`src/sv/usb_standard_request_handler_macros.svh`:
```
// Assertion macros shared by the standard request handler RTL.
`ifndef USB_STANDARD_REQUEST_HANDLER_MACROS_SVH
`define USB_STANDARD_REQUEST_HANDLER_MACROS_SVH

// Same-cycle implication, checked outside reset.
`define USBREQ_ASSERT_IMPLY(label, clk, rst_n, ante, cons) \
	label: assert property (@(posedge clk) disable iff (!(rst_n)) (ante) |-> (cons)) \
		else $error("usbreq same-cycle check failed");

// Next-cycle implication, checked outside reset.
`define USBREQ_ASSERT_NEXT(label, clk, rst_n, ante, cons) \
	label: assert property (@(posedge clk) disable iff (!(rst_n)) (ante) |=> (cons)) \
		else $error("usbreq next-cycle check failed");

`endif

```
`src/sv/usbreq_pkg.sv`:
```
// Types and constants of the USB standard request handler.
`default_nettype none

package usbreq_pkg;

	// Command codes of a decoded setup request
	typedef enum logic [3:0] {
		CMD_GET_STATUS     = 4'd0,
		CMD_CLEAR_FEATURE  = 4'd1,
		CMD_SET_FEATURE    = 4'd2,
		CMD_SET_ADDRESS    = 4'd3,
		CMD_GET_DESCRIPTOR = 4'd4,
		CMD_GET_CONFIG     = 4'd5,
		CMD_SET_CONFIG     = 4'd6,
		CMD_GET_INTERFACE  = 4'd7,
		CMD_SET_INTERFACE  = 4'd8,
		CMD_SET_IDLE       = 4'd9,
		CMD_SET_REPORT     = 4'd10,
		CMD_OTHER          = 4'd11
	} cmd_t;

	// Configuration register indexes (byte address = 4 * index)
	typedef enum logic [2:0] {
		REG_DEVICE_DESC_LEN    = 3'd0,
		REG_CONFIG_TOTAL_LEN   = 3'd1,
		REG_INTERFACE_DESC_LEN = 3'd2,
		REG_ENDPOINT_DESC_LEN  = 3'd3,
		REG_HID_DESC_LEN       = 3'd4,
		REG_REPORT_DESC_LEN    = 3'd5,
		REG_STRING_LENS        = 3'd6
	} reg_idx_t;

	// Device state codes
	typedef logic [1:0] dev_state_t;
	localparam dev_state_t ST_DEFAULT    = 2'd0;
	localparam dev_state_t ST_ADDRESSED  = 2'd1;
	localparam dev_state_t ST_CONFIGURED = 2'd2;

	// Data phase codes
	typedef logic [1:0] phase_t;
	localparam phase_t PH_STATUS = 2'd0;
	localparam phase_t PH_TX     = 2'd1;
	localparam phase_t PH_RX     = 2'd2;

	// Reply source codes
	typedef logic [2:0] src_t;
	localparam src_t SRC_INLINE    = 3'd0;
	localparam src_t SRC_DEVICE    = 3'd1;
	localparam src_t SRC_CONFIG    = 3'd2;
	localparam src_t SRC_STRING    = 3'd3;
	localparam src_t SRC_INTERFACE = 3'd4;
	localparam src_t SRC_ENDPOINT  = 3'd5;
	localparam src_t SRC_HID       = 3'd6;
	localparam src_t SRC_REPORT    = 3'd7;

	// bmRequestType values
	localparam logic [7:0] RT_H2D_DEVICE    = 8'h00;
	localparam logic [7:0] RT_H2D_INTERFACE = 8'h01;
	localparam logic [7:0] RT_H2D_ENDPOINT  = 8'h02;
	localparam logic [7:0] RT_D2H_DEVICE    = 8'h80;
	localparam logic [7:0] RT_D2H_INTERFACE = 8'h81;
	localparam logic [7:0] RT_D2H_ENDPOINT  = 8'h82;

	// Descriptor types in the high byte of wValue
	localparam logic [7:0] DT_DEVICE    = 8'h01;
	localparam logic [7:0] DT_CONFIG    = 8'h02;
	localparam logic [7:0] DT_STRING    = 8'h03;
	localparam logic [7:0] DT_INTERFACE = 8'h04;
	localparam logic [7:0] DT_ENDPOINT  = 8'h05;
	localparam logic [7:0] DT_HID       = 8'h21;
	localparam logic [7:0] DT_REPORT    = 8'h22;

	localparam logic [7:0]  EP1_IN_ADDR  = 8'h81;
	localparam logic [7:0]  FEAT_EP_HALT = 8'h00;
	localparam logic [15:0] MAX_ADDRESS  = 16'h007f;
	localparam logic [15:0] WORD_ZERO    = 16'h0000;
	localparam int          NUM_STRINGS  = 3;

	// Input beat, last member in the lowest bits
	typedef struct packed {
		logic [15:0] setup_length;
		logic [15:0] setup_index;
		logic [15:0] setup_value;
		logic [7:0]  request_type;
		logic [3:0]  cmd;
	} req_t;

	// Result beat, last member in the lowest bits
	typedef struct packed {
		logic        ep1_halted_out;
		dev_state_t  device_state_out;
		logic [6:0]  new_address;
		logic        address_pending;
		logic [15:0] data_len;
		logic        inline_byte;
		logic [1:0]  string_number;
		src_t        reply_source;
		phase_t      phase;
		logic        stall_res;
	} res_t;

	// Device state kept across requests
	typedef struct packed {
		dev_state_t state;
		logic       ep1_halted;
	} dev_t;

	// Descriptor length registers
	typedef struct packed {
		logic [7:0]  device_desc_len;
		logic [15:0] config_total_len;
		logic [7:0]  interface_desc_len;
		logic [7:0]  endpoint_desc_len;
		logic [7:0]  hid_desc_len;
		logic [15:0] report_desc_len;
		logic [23:0] string_lens;
	} cfg_t;

endpackage

`default_nettype wire

```
`src/sv/usbreq_decode.sv`:
```
// Request checker: one setup request plus device state in, result and next state out.
`default_nettype none

module usbreq_decode (
	input  usbreq_pkg::req_t req,
	input  usbreq_pkg::cfg_t cfg,
	input  usbreq_pkg::dev_t cur,
	output usbreq_pkg::res_t res,
	output usbreq_pkg::dev_t nxt
);

	logic                   stall;
	usbreq_pkg::phase_t     phase;
	usbreq_pkg::src_t       src;
	logic [1:0]             strn;
	logic                   ibyte;
	logic [15:0]            dlen;
	logic                   apend;
	logic [6:0]             naddr;
	logic                   trunc;
	logic                   configured;
	logic [23:0]            str_sh;
	logic [7:0]             vlo;
	logic [7:0]             vhi;
	logic [7:0]             ilo;
	logic [7:0]             ihi;
	logic [7:0]             rt;
	logic [15:0]            val;
	logic [15:0]            idx;
	logic [15:0]            len;
	usbreq_pkg::dev_t       upd;

	assign rt  = req.request_type;
	assign val = req.setup_value;
	assign idx = req.setup_index;
	assign len = req.setup_length;
	assign vlo = val[7:0];
	assign vhi = val[15:8];
	assign ilo = idx[7:0];
	assign ihi = idx[15:8];
	assign configured = (cur.state == usbreq_pkg::ST_CONFIGURED);
	assign str_sh = cfg.string_lens >> {vlo[1:0], 3'b000};

	// Per-command checks
	always_comb begin
		stall = 1'b0;
		phase = usbreq_pkg::PH_STATUS;
		src   = usbreq_pkg::SRC_INLINE;
		strn  = 2'd0;
		ibyte = 1'b0;
		dlen  = 16'd0;
		apend = 1'b0;
		naddr = 7'd0;
		trunc = 1'b1;
		upd   = cur;
		case (req.cmd)
			usbreq_pkg::CMD_GET_STATUS: begin
				if (val != usbreq_pkg::WORD_ZERO || len != 16'd2) begin
					stall = 1'b1;
				end else if (rt == usbreq_pkg::RT_D2H_DEVICE) begin
					stall = (idx != usbreq_pkg::WORD_ZERO);
				end else if (rt == usbreq_pkg::RT_D2H_INTERFACE) begin
					stall = !configured || idx != usbreq_pkg::WORD_ZERO;
				end else if (rt == usbreq_pkg::RT_D2H_ENDPOINT) begin
					if (!configured || ihi != 8'd0 || ilo != usbreq_pkg::EP1_IN_ADDR)
						stall = 1'b1;
					else
						ibyte = cur.ep1_halted;
				end else begin
					stall = 1'b1;
				end
				phase = usbreq_pkg::PH_TX;
				dlen  = 16'd2;
			end
			usbreq_pkg::CMD_CLEAR_FEATURE, usbreq_pkg::CMD_SET_FEATURE: begin
				if (!configured || val != usbreq_pkg::WORD_ZERO || len != usbreq_pkg::WORD_ZERO
						|| rt != usbreq_pkg::RT_H2D_ENDPOINT || vlo != usbreq_pkg::FEAT_EP_HALT
						|| ilo != usbreq_pkg::EP1_IN_ADDR)
					stall = 1'b1;
				else
					upd.ep1_halted = (req.cmd == usbreq_pkg::CMD_SET_FEATURE);
			end
			usbreq_pkg::CMD_SET_ADDRESS: begin
				if (rt != usbreq_pkg::RT_H2D_DEVICE || idx != usbreq_pkg::WORD_ZERO
						|| len != usbreq_pkg::WORD_ZERO || val == usbreq_pkg::WORD_ZERO
						|| val > usbreq_pkg::MAX_ADDRESS) begin
					stall = 1'b1;
				end else begin
					apend     = 1'b1;
					naddr     = val[6:0];
					upd.state = usbreq_pkg::ST_ADDRESSED;
				end
			end
			usbreq_pkg::CMD_GET_DESCRIPTOR: begin
				phase = usbreq_pkg::PH_TX;
				case (vhi)
					usbreq_pkg::DT_DEVICE: begin
						src  = usbreq_pkg::SRC_DEVICE;
						dlen = {8'd0, cfg.device_desc_len};
					end
					usbreq_pkg::DT_CONFIG: begin
						src  = usbreq_pkg::SRC_CONFIG;
						dlen = cfg.config_total_len;
					end
					usbreq_pkg::DT_STRING: begin
						if (vlo >= 8'(usbreq_pkg::NUM_STRINGS)) begin
							stall = 1'b1;
						end else begin
							src  = usbreq_pkg::SRC_STRING;
							strn = vlo[1:0];
							dlen = {8'd0, str_sh[7:0]};
						end
					end
					usbreq_pkg::DT_INTERFACE: begin
						src  = usbreq_pkg::SRC_INTERFACE;
						dlen = {8'd0, cfg.interface_desc_len};
					end
					usbreq_pkg::DT_ENDPOINT: begin
						if (vlo == usbreq_pkg::EP1_IN_ADDR) begin
							src  = usbreq_pkg::SRC_ENDPOINT;
							dlen = {8'd0, cfg.endpoint_desc_len};
						end else begin
							stall = 1'b1;
						end
					end
					usbreq_pkg::DT_HID: begin
						src   = usbreq_pkg::SRC_HID;
						dlen  = {8'd0, cfg.hid_desc_len};
						trunc = 1'b0;
					end
					usbreq_pkg::DT_REPORT: begin
						src   = usbreq_pkg::SRC_REPORT;
						dlen  = cfg.report_desc_len;
						trunc = 1'b0;
					end
					default: stall = 1'b1;
				endcase
				// clip to wLength only for short requests, not for HID or report descriptors
				if (trunc && len < 16'd256 && len < dlen)
					dlen = len;
			end
			usbreq_pkg::CMD_GET_CONFIG: begin
				if (rt != usbreq_pkg::RT_D2H_DEVICE || val != usbreq_pkg::WORD_ZERO
						|| idx != usbreq_pkg::WORD_ZERO || len != 16'd1)
					stall = 1'b1;
				else
					ibyte = configured;
				phase = usbreq_pkg::PH_TX;
				dlen  = 16'd1;
			end
			usbreq_pkg::CMD_SET_CONFIG: begin
				if (cur.state == usbreq_pkg::ST_DEFAULT || rt != usbreq_pkg::RT_H2D_DEVICE
						|| idx != usbreq_pkg::WORD_ZERO || len != usbreq_pkg::WORD_ZERO
						|| val > 16'd1) begin
					stall = 1'b1;
				end else if (val == 16'd1) begin
					upd.state      = usbreq_pkg::ST_CONFIGURED;
					upd.ep1_halted = 1'b0;
				end else begin
					upd.state      = usbreq_pkg::ST_ADDRESSED;
					upd.ep1_halted = 1'b1;
				end
			end
			usbreq_pkg::CMD_GET_INTERFACE: begin
				if (!configured || rt != usbreq_pkg::RT_D2H_INTERFACE
						|| val != usbreq_pkg::WORD_ZERO || idx != usbreq_pkg::WORD_ZERO
						|| len != 16'd1)
					stall = 1'b1;
				phase = usbreq_pkg::PH_TX;
				dlen  = 16'd1;
			end
			usbreq_pkg::CMD_SET_INTERFACE: begin
				if (rt != usbreq_pkg::RT_H2D_INTERFACE || len != usbreq_pkg::WORD_ZERO
						|| val != usbreq_pkg::WORD_ZERO || idx != usbreq_pkg::WORD_ZERO)
					stall = 1'b1;
			end
			default: stall = 1'b1;
		endcase
	end

	// A stalled request reports nothing and keeps the state
	assign nxt = stall ? cur : upd;

	always_comb begin
		res.stall_res        = stall;
		res.phase            = stall ? usbreq_pkg::PH_STATUS : phase;
		res.reply_source     = stall ? usbreq_pkg::SRC_INLINE : src;
		res.string_number    = stall ? 2'd0 : strn;
		res.inline_byte      = stall ? 1'b0 : ibyte;
		res.data_len         = stall ? 16'd0 : dlen;
		res.address_pending  = stall ? 1'b0 : apend;
		res.new_address      = stall ? 7'd0 : naddr;
		res.device_state_out = nxt.state;
		res.ep1_halted_out   = nxt.ep1_halted;
	end

endmodule

`default_nettype wire

```
`src/sv/usb_standard_request_handler.sv`:
```
// A request beat is registered, checked, and its result beat is then registered. Throughput:
// one request per cycle while m_axis_tready allows; the input and result registers are
// separated so a new request is taken while a result waits for m_axis_tready, provided
// the input register is empty. Device state updates as each request moves into the result
// register. Reset (arst_n low, asynchronous) clears both beat registers, sets the default
// device state with endpoint 0x81 not halted, and loads the descriptor length registers.
`default_nettype none
`include "usb_standard_request_handler_macros.svh"

module usb_standard_request_handler (
	input  wire logic        clk,
	input  wire logic        arst_n,
	// request stream
	input  wire logic        s_axis_tvalid,
	output logic             s_axis_tready,
	// [3:0] cmd, [11:4] request_type, [27:12] setup_value, [43:28] setup_index,
	// [59:44] setup_length, [63:60] zero
	input  wire logic [63:0] s_axis_tdata,
	// result stream
	output logic             m_axis_tvalid,
	input  wire logic        m_axis_tready,
	// [0] stall_res, [2:1] phase, [5:3] reply_source, [7:6] string_number,
	// [8] inline_byte, [24:9] data_len, [25] address_pending, [32:26] new_address,
	// [34:33] device_state_out, [35] ep1_halted_out, [39:36] zero
	output logic [39:0]      m_axis_tdata,
	// configuration port
	input  wire logic        psel,
	input  wire logic        penable,
	input  wire logic        pwrite,
	input  wire logic [4:0]  paddr,
	input  wire logic [31:0] pwdata,
	output logic [31:0]      prdata,
	output logic             pready
);

	usbreq_pkg::cfg_t   cfg_q;
	usbreq_pkg::dev_t   dev_q;
	usbreq_pkg::dev_t   dev_nxt;
	usbreq_pkg::req_t   req_s1;
	logic               valid_s1;
	usbreq_pkg::res_t   res_nxt;
	usbreq_pkg::res_t   res_q;
	logic               out_valid_q;
	logic               adv;
	logic               cfg_wr;
	usbreq_pkg::reg_idx_t reg_idx;

	assign reg_idx = usbreq_pkg::reg_idx_t'(paddr[4:2]);
	assign pready  = 1'b1;
	assign cfg_wr  = psel && penable && pwrite;

	// Configuration registers
	always_ff @(posedge clk or negedge arst_n) begin
		if (!arst_n) begin
			cfg_q.device_desc_len    <= 8'd18;
			cfg_q.config_total_len   <= 16'd34;
			cfg_q.interface_desc_len <= 8'd9;
			cfg_q.endpoint_desc_len  <= 8'd7;
			cfg_q.hid_desc_len       <= 8'd9;
			cfg_q.report_desc_len    <= 16'd0;
			cfg_q.string_lens        <= 24'd0;
		end else if (cfg_wr) begin
			case (reg_idx)
				usbreq_pkg::REG_DEVICE_DESC_LEN:    cfg_q.device_desc_len    <= pwdata[7:0];
				usbreq_pkg::REG_CONFIG_TOTAL_LEN:   cfg_q.config_total_len   <= pwdata[15:0];
				usbreq_pkg::REG_INTERFACE_DESC_LEN: cfg_q.interface_desc_len <= pwdata[7:0];
				usbreq_pkg::REG_ENDPOINT_DESC_LEN:  cfg_q.endpoint_desc_len  <= pwdata[7:0];
				usbreq_pkg::REG_HID_DESC_LEN:       cfg_q.hid_desc_len       <= pwdata[7:0];
				usbreq_pkg::REG_REPORT_DESC_LEN:    cfg_q.report_desc_len    <= pwdata[15:0];
				usbreq_pkg::REG_STRING_LENS:        cfg_q.string_lens        <= pwdata[23:0];
				default: ;
			endcase
		end
	end

	// Register readback
	always_comb begin
		case (reg_idx)
			usbreq_pkg::REG_DEVICE_DESC_LEN:    prdata = {24'd0, cfg_q.device_desc_len};
			usbreq_pkg::REG_CONFIG_TOTAL_LEN:   prdata = {16'd0, cfg_q.config_total_len};
			usbreq_pkg::REG_INTERFACE_DESC_LEN: prdata = {24'd0, cfg_q.interface_desc_len};
			usbreq_pkg::REG_ENDPOINT_DESC_LEN:  prdata = {24'd0, cfg_q.endpoint_desc_len};
			usbreq_pkg::REG_HID_DESC_LEN:       prdata = {24'd0, cfg_q.hid_desc_len};
			usbreq_pkg::REG_REPORT_DESC_LEN:    prdata = {16'd0, cfg_q.report_desc_len};
			usbreq_pkg::REG_STRING_LENS:        prdata = {8'd0, cfg_q.string_lens};
			default:                            prdata = 32'd0;
		endcase
	end

	// Stage 1 moves on when the result register is free or being drained
	assign adv           = valid_s1 && (!out_valid_q || m_axis_tready);
	assign s_axis_tready = !valid_s1 || adv;

	// Input register
	always_ff @(posedge clk or negedge arst_n) begin
		if (!arst_n) begin
			valid_s1 <= 1'b0;
		end else begin
			valid_s1 <= (s_axis_tvalid && s_axis_tready) || (valid_s1 && !adv);
		end
	end

	always_ff @(posedge clk) begin
		if (s_axis_tvalid && s_axis_tready) begin
			req_s1 <= usbreq_pkg::req_t'(s_axis_tdata[59:0]);
		end
	end

	usbreq_decode u_decode (
		.req (req_s1),
		.cfg (cfg_q),
		.cur (dev_q),
		.res (res_nxt),
		.nxt (dev_nxt)
	);

	// Device state and result valid
	always_ff @(posedge clk or negedge arst_n) begin
		if (!arst_n) begin
			dev_q.state      <= usbreq_pkg::ST_DEFAULT;
			dev_q.ep1_halted <= 1'b0;
			out_valid_q      <= 1'b0;
		end else if (adv) begin
			dev_q       <= dev_nxt;
			out_valid_q <= 1'b1;
		end else if (m_axis_tready) begin
			out_valid_q <= 1'b0;
		end
	end

	// Result register
	always_ff @(posedge clk) begin
		if (adv) begin
			res_q <= res_nxt;
		end
	end

	assign m_axis_tvalid = out_valid_q;
	assign m_axis_tdata  = {4'd0, res_q};

	// Checks
	`USBREQ_ASSERT_IMPLY(a_stall_empty, clk, arst_n, out_valid_q && res_q.stall_res, res_q.data_len == 16'd0 && !res_q.address_pending && res_q.phase == usbreq_pkg::PH_STATUS)
	`USBREQ_ASSERT_NEXT(a_state_hold, clk, arst_n, !adv, $stable(dev_q))
	`USBREQ_ASSERT_IMPLY(a_addr_state, clk, arst_n, out_valid_q && res_q.address_pending, res_q.device_state_out == usbreq_pkg::ST_ADDRESSED)
	`USBREQ_ASSERT_IMPLY(a_addr_nonzero, clk, arst_n, out_valid_q, res_q.address_pending == (res_q.new_address != 7'd0))

endmodule

`default_nettype wire

```
`config.mk`:
```
export PLATFORM = sky130hd
export DESIGN_NAME = usb_standard_request_handler
export DESIGN_NICKNAME = d
export VERILOG_FILES = /design/src/sv/usbreq_pkg.sv /design/src/sv/usbreq_decode.sv /design/src/sv/usb_standard_request_handler.sv
export VERILOG_INCLUDE_DIRS = /design/src /design/src/sv
export SDC_FILE = /design/constraint.sdc
export NUM_CORES = 1
export LEC_CHECK = 0
export BUFFER_PORTS_ARGS = -buffer_cell sky130_fd_sc_hd__buf_2
export CAP_MARGIN = 20
export CORE_ASPECT_RATIO = 1.1
export CORE_UTILIZATION = 60
export DETAILED_ROUTE_END_ITERATION = 10
export HOLD_SLACK_MARGIN = 0.12
export PLACE_DENSITY = 0.86
export SLEW_MARGIN = 20
export SYNTH_ARGS = -nofsm -noshare
export SYNTH_HDL_FRONTEND = slang
export SYNTH_SLANG_ARGS = --single-unit
```
`constraint.sdc`:
```
create_clock -name clk -period 11.1 [get_ports clk]
set_input_delay 1.11 -clock clk [delete_from_list [all_inputs] [get_ports clk]]
set_output_delay 1.11 -clock clk [all_outputs]
set_load 0.01 [all_outputs]
```
==> flow_summary.toml, run 1 <==
[synth]
synth_area_leader_cell = "edfxtp_1"
synth_ff_type = "edfxtp_1"
ys_ff_latch = 188
synth.avg_cell_area_um2 = 12.5
syn-instance-count = 754
synth_edf_count = 95
postSynth.asyncResetShare = 0.495
ys_types = 77
syn_area_um2 = 9430
ys_seq_area_frac = 0.551
yosysWarnings = 0
synth_top_area_frac = 0.303
synth_area_leaders = "edfxtp_1 (30%), dfrtp_1 (22%), mux2_2 (11%)"

[clocking]
cts_root_buffer = "clkbuf_16"
ctsHoldBuffers = 0
htreeDepth = 4
cts_setup_buffers = 0
clockBufferDepth = 2
post_cts_resized = 0
cts_tree = "done"
clock_latency_ns = 0.44
path_clk_slew_ns = 0.07
cts_num_sinks = 188
cts_buffers = 17

[sta]
whs_ns = 0.516
fin_tns_setup_ns = 0
period_share = 0.455
drv_slew = 0
relSlewSlack = 0.288
rsz0062_at_grt = "no"
clock_skew_ns = 0.00810
worstMarginPinSlew_ns = 1.07
hold_viol = 0
setup_viol = 0
fmax_mhz = 198
fin_crit_ns = 5.05

[setup_path]
crit_path_start_kind = "flop"
worstPathMaxFanout = 14
critPathArrivalTime_ns = 5.32
crit_buf_inv = 0
cp_cell_sequence = "nor3_2, nand2_1, nor3_2, a22oi_1, and4_1, ha_1, a211o_1, a21oi_1, a211oi_1, or3_4, a31oi_4, mux2_1, a211oi_1"
slowest_stage = "nor3_2"
timing_worst_setup_path_type = "reg -> reg"
critPathRequiredTime_ns = 11.37
end_kind = "flop"
critPathMaxStageDelay_ns = 0.66
crit_family = "simple AND/OR/NAND/NOR gates"

[pwr]
p_int_w = 0.00123
netSwitchingFraction = 0.271
seqPwrFrac = 0.532
p_per_area_nw_per_um2 = 156
switching_power_w = 0.000460
p_comb_frac = 0.128
worst_ir_drop_vdd_uv = 119
pwr-share-clk = 0.340
p_leak_nw = 4.43

[grt]
grt_first_pass_wirelength_um = 35800
overflow = 0
antenna_found_initial = 0
grt_use_total = 0.295
grt_start_max_net_pins = 64
grt_pass1_vias = 6828

[drt]
drtAntennaViolNets = 0
drc = 0
vias = 6926
wire_per_inst_um = 20.6
via_per_inst = 6.27
drtIter0Drc = 593
drt_first_pass_iters = 4
finalWirelength_um = 22800

[finish]
nets = 1019
area_delta_synth_final_pct = 15.1
drive_gt1_frac = 0.386
diodes = 0

[die]
die_h_um = 133
start_util = 0.621
core_area_um2 = 15200
rows = 47
pin_count = 183
die-area_um2 = 16200
die_width_um = 122

[placement]
hpwlAfterDp_um = 15600
globalplace.congestion = 0.895
io_buffers = 154

[status]
outcome = "complete, no violations"

[worst_hold_path]
hp-class = "reg -> reg"

[run]
timing.max_cap.violations = 0
path summary, 6_finish.rpt:
check,endpoint,slack (ns),start,cells after the start
max in group asynchronous,cfg_q[19],9.33,arst_n,2
min,m_axis_tvalid,0.52,valid_s1,1
max reg2reg,m_axis_tdata[10],6.05,req_s1[24],13
min in group asynchronous,valid_s1,0.59,arst_n,1
max,m_axis_tdata[10],6.05,req_s1[24],13
min reg2reg,m_axis_tvalid,0.52,valid_s1,1
logic make-up (layout without fill, tap and decap cells):
kind of cell | count (synthesis) | count (layout) | share of synthesized area
and+or+nand+nor | 232 | 232 | 0.142
DFF | 188 | 188 | 0.551
buffers and inverters | 62 | 205 | 0.0350
muxes | 117 | 117 | 0.142
xor gates and xnor gates | 2 | 2 | 0.00186
other | 2 | 14 | 0.000797
adders and majority gates | 15 | 15 | 0.0199
AOI/OAI and AO/OA | 136 | 136 | 0.107
power by group through the flow:
| stage | Combinational, W | Clock [W] | Sequential, W |
|---|---|---|---|
| floorplan | 0.000149 | 0 | 0.000889 |
| global placement | 0.000206 | 0 | 0.000906 |
| detailed placement | 0.000215 | 0 | 0.000911 |
| CTS | 0.000217 | 0.000579 | 0.000899 |
| global route | 0.000237 | 0.000604 | 0.000912 |
| finish | 0.000218 | 0.000575 | 0.000902 |
cell usage in the layout, fill, tap and decap left out, drive strengths merged, types with 16 or more instances in the layout:
| cell | n |
|---|---|
| a22o | 30 |
| edfxtp | 95 |
| clkbuf | 17 |
| nand2 | 56 |
| mux2i | 16 |
| buf | 165 |
| o21ai | 21 |
| a22oi | 21 |
| mux2 | 97 |
| a21oi | 26 |
| nor2 | 32 |
| nor3 | 24 |
| inv | 16 |
| dfrtp | 82 |
| nor4 | 18 |
worst register-to-register path, delay by kind of cell (launching register included):
kind                     cells  cell delay, ns
AO/OA/AOI/OAI                6            1.49
multiplexers                 1            0.39
flip-flops                   1            0.38
adder cells (fa/ha/maj)      1            0.33
AND/OR/NAND/NOR              5            2.30
state kept, by name, indices dropped and copies added, names as in the netlist:
name           flops
cfg_q             88
dev_q              3
m_axis_tdata      35
m_axis_tvalid      1
req_s1            60
valid_s1           1
cells in the mapped netlist, drive strengths merged, types with 2 or more instances:
library cell and n:
mux2 97, edfxtp 95, dfrtp 82, nand2 56
nor2 32, buf 31, a22o 30, a21oi 26
nor3 24, clkbuf 23, a22oi 21, o21ai 21
nor4 18, mux2i 16, ha 15, and3 13
and2 12, nand4 12, dfstp 11, nor2b 11
or2 10, nand3 9, inv 8, a211oi 7
nand2b 7, a31oi 6, or4 5, a21o 4
and4 4, mux4 4, nand3b 4, nor3b 4
o211ai 4, or3 4, a211o 2, a41o 2
and3b 2, conb 2, o22ai 2
layer usage:
| layer | vias to the layer above | wire length (um) | GRT usage | part of all wire |
|---|---|---|---|---|
| met1 | 3400 | 9460 | 0.379 | 0.41 |
| met5 | - | 0 | 0 | 0 |
| met2 | 338 | 11000 | 0.475 | 0.48 |
| li1 | 3122 | - | - | - |
| met4 | 0 | 831 | 0.139 | 0.036 |
| met3 | 66 | 1480 | 0.0659 | 0.065 |
cell type report:
type	count	area, um2
repair buffers	165	856
multi-input cells	516	3970
clock inverters	15	128
clock buffers	17	425
flip-flops and latches	188	5190
fillers	1015	4330
well taps	196	245
inverters	8	30.0
through the flow:
step | area [um2] | util | instances | setup slack [ns] | total power [W]
detailed placement | 10300 | 0.678 | 1073 | 6.21 | 0.00113
floorplan | 9470 | - | 766 | 7.16 | 0.00104
global route | 10800 | 0.715 | 1105 | 5.77 | 0.00175
finish | 10800 | 0.715 | 1105 | 6.05 | 0.00169
CTS | 10800 | 0.715 | 1105 | 6.13 | 0.00169
global placement | 10300 | 0.678 | 1073 | 6.29 | 0.00111
(Power assumes the default switching activity.)
==> inputs of run 2 (changes only) <==
--- a/config.mk
+++ b/config.mk
@@ -9,10 +9,10 @@
 export BUFFER_PORTS_ARGS = -buffer_cell sky130_fd_sc_hd__buf_2
 export CAP_MARGIN = 20
 export CORE_ASPECT_RATIO = 1.1
-export CORE_UTILIZATION = 60
+export CORE_UTILIZATION = 50
 export DETAILED_ROUTE_END_ITERATION = 10
 export HOLD_SLACK_MARGIN = 0.12
-export PLACE_DENSITY = 0.86
+export PLACE_DENSITY = 0.76
 export SLEW_MARGIN = 20
 export SYNTH_ARGS = -nofsm -noshare
 export SYNTH_HDL_FRONTEND = slang
==> constraint.sdc (replaced) <==
create_clock -name clk -period 4.3 [get_ports clk]
set_input_delay 0.43 -clock clk [delete_from_list [all_inputs] [get_ports clk]]
set_output_delay 0.43 -clock clk [all_outputs]
set_load 0.01 [all_outputs]
==> run 2 against run 1 <==
  * First-iteration DRC count fell by 3.7%
  * Die area rose by 20%
  * Clock power rose to 2.7 times the previous value
  * Wire length rose by 1.3%
  * Final area rose by 2.6%
  * Sequential power rose to 2.6 times the previous value
  * Via count fell by 0.42%
  * Combinational power rose to 2.6 times the previous value
==> flow_summary.toml, run 2 (synthesized netlist as in run 1, its figures left out) <==
[finish]
fin_cells = 1174
finish.utilization = 0.604
drive_gt1_frac = 0.401
layout_common_cells = "buf_2 (153), mux2_2 (96), edfxtp_1 (95)"
top_register = "cfg_q"
final_common_cell = "buf_2"
largest_reg_flops = 88
area_delta_synth_final_pct = 18.1
diodes = 0
nets = 1041

[drt]
via_per_inst = 5.87
drc = 0
drtAntennaViolNets = 0
drt_first_pass_iters = 7
finalWirelength_um = 23100
drtIter0Drc = 571
wire_per_inst_um = 19.7
vias = 6897

[die]
die_h_um = 146
rows = 52
die-area_um2 = 19400
core_area_um2 = 18400
die_width_um = 133
start_util = 0.512
pin_count = 183

[sta]
setup_viol = 0
drv_slew = 0
hold_viol = 0
fmax_mhz = 243
fin_crit_ns = 4.11
rsz0062_at_grt = "no"
clock_skew_ns = 0.0144
relSlewSlack = 0.326
fin_tns_setup_ns = 0
period_share = 0.956
whs_ns = 0.174
worstMarginPinSlew_ns = 1.01

[clocking]
htreeDepth = 4
cts_setup_buffers = 0
cts_root_buffer = "clkbuf_16"
cts_num_sinks = 188
cts_buffers = 17
path_clk_slew_ns = 0.07
cts_tree = "done"
clock_latency_ns = 0.43
clockBufferDepth = 2

[placement]
io_buffers = 154
globalplace.congestion = 0.913
hpwlAfterDp_um = 16800
placed_cells = 1141

[grt]
grt_pass1_vias = 6752
antenna_found_initial = 0
grt_start_max_net_pins = 51
overflow = 0
grt_first_pass_wirelength_um = 36400
grt_use_total = 0.244

[run]
timing.max_cap.violations = 0

[status]
outcome = "complete, no violations"

[setup_path]
critPathRequiredTime_ns = 4.55
critPathMaxStageDelay_ns = 0.54
cp_cell_sequence = "nor4_1, and3_1, a22o_1, a21oi_1, and4_1, ha_1, a211o_1, a21oi_1, a211oi_1, or3_4, a31oi_4, mux2_1, a211oi_1"
worstPathMaxFanout = 12
slowest_stage = "edfxtp_1"
crit_path_start_kind = "flop"
end_kind = "flop"
timing_worst_setup_path_type = "reg -> reg"
critPathArrivalTime_ns = 4.36

[pwr]
worst_ir_drop_vdd_uv = 277
p_leak_nw = 4.55
p_per_area_nw_per_um2 = 398

[worst_hold_path]
hp-class = "in -> reg"
run 2: cell types whose count changed in the layout (fill, tap and decap cells not counted), sizes merged:
| cell | previous run | this run |
|---|---|---|
| dlygate4sd3 | 0 | 1 |
| inv | 16 | 10 |
| clkinvlp | 2 | 5 |
| clkbuf | 17 | 19 |
| bufinv | 0 | 2 |
| clkinv | 5 | 4 |
| buf | 165 | 186 |
run 2: per-layer routing:
metal  global-route usage  up-vias  share of wire  wire length, um
li1                     -     3157              -                -
met1                0.335     3406           0.44            10100
met2                0.382      289           0.48            11000
met3               0.0503       45          0.060             1400
met4               0.0943        0          0.027              629
met5                    0        -              0                0
run 2: final cells by class:
type / count / area (um2)
Timing Repair Buffer: 187 / 1040
Clock inverter: 13 / 143
Clock buffer: 19 / 433
Inverter: 8 / 30.0
Tap cell: 243 / 304
Multi-Input combinational cell: 516 / 3990
Sequential cell: 188 / 5190
Fill cell: 1483 / 7280
run 2: where the power goes:
group / leakage [nW] / total (W) / internal (W) / switching [W]
Clock: 0.266 / 0.00153 / 0.000859 / 0.000670
Sequential: 2.07 / 0.00233 / 0.00214 / 0.000187
Combinational: 2.21 / 0.000567 / 0.000294 / 0.000273
run 2: path summary, 6_finish.rpt:
check                      cells after the start               end             start  slack, ns
setup reg to reg                              13  m_axis_tdata[10]        req_s1[21]       0.19
hold / removal                                 1        req_s1[11]  s_axis_tdata[11]       0.17
max in group asynchronous                      3         cfg_q[69]            arst_n       2.72
hold reg to reg                                1     m_axis_tvalid          valid_s1       0.51
min in group asynchronous                      2         cfg_q[30]            arst_n       0.57
setup / recovery                              13  m_axis_tdata[10]        req_s1[21]       0.19
run 2: stage by stage:
step           power [W]  worst slack [ns]  instance area, um2
6_report         0.00442             0.189               11100
5_1_grt          0.00460            0.0180               11100
4_1_cts          0.00445             0.216               11100
3_5_place_dp     0.00292             0.241               10500
3_3_place_gp     0.00290             0.328               10500
2_1_floorplan    0.00268             0.355                9470
run 2: repair_timing:
item,CTS,global route
hold endpoints to repair,39,0
setup endpoints to repair,0,8
hold buffers,1,0
gates resized for setup,0,2
run 2: worst max-delay path, delay by kind of cell, from the launching register on:
kind,cells,cell delay [ns]
simple gates,4,1.49
compound gates,7,1.28
flops,1,0.54
fa+ha+maj,1,0.30
mux,1,0.34
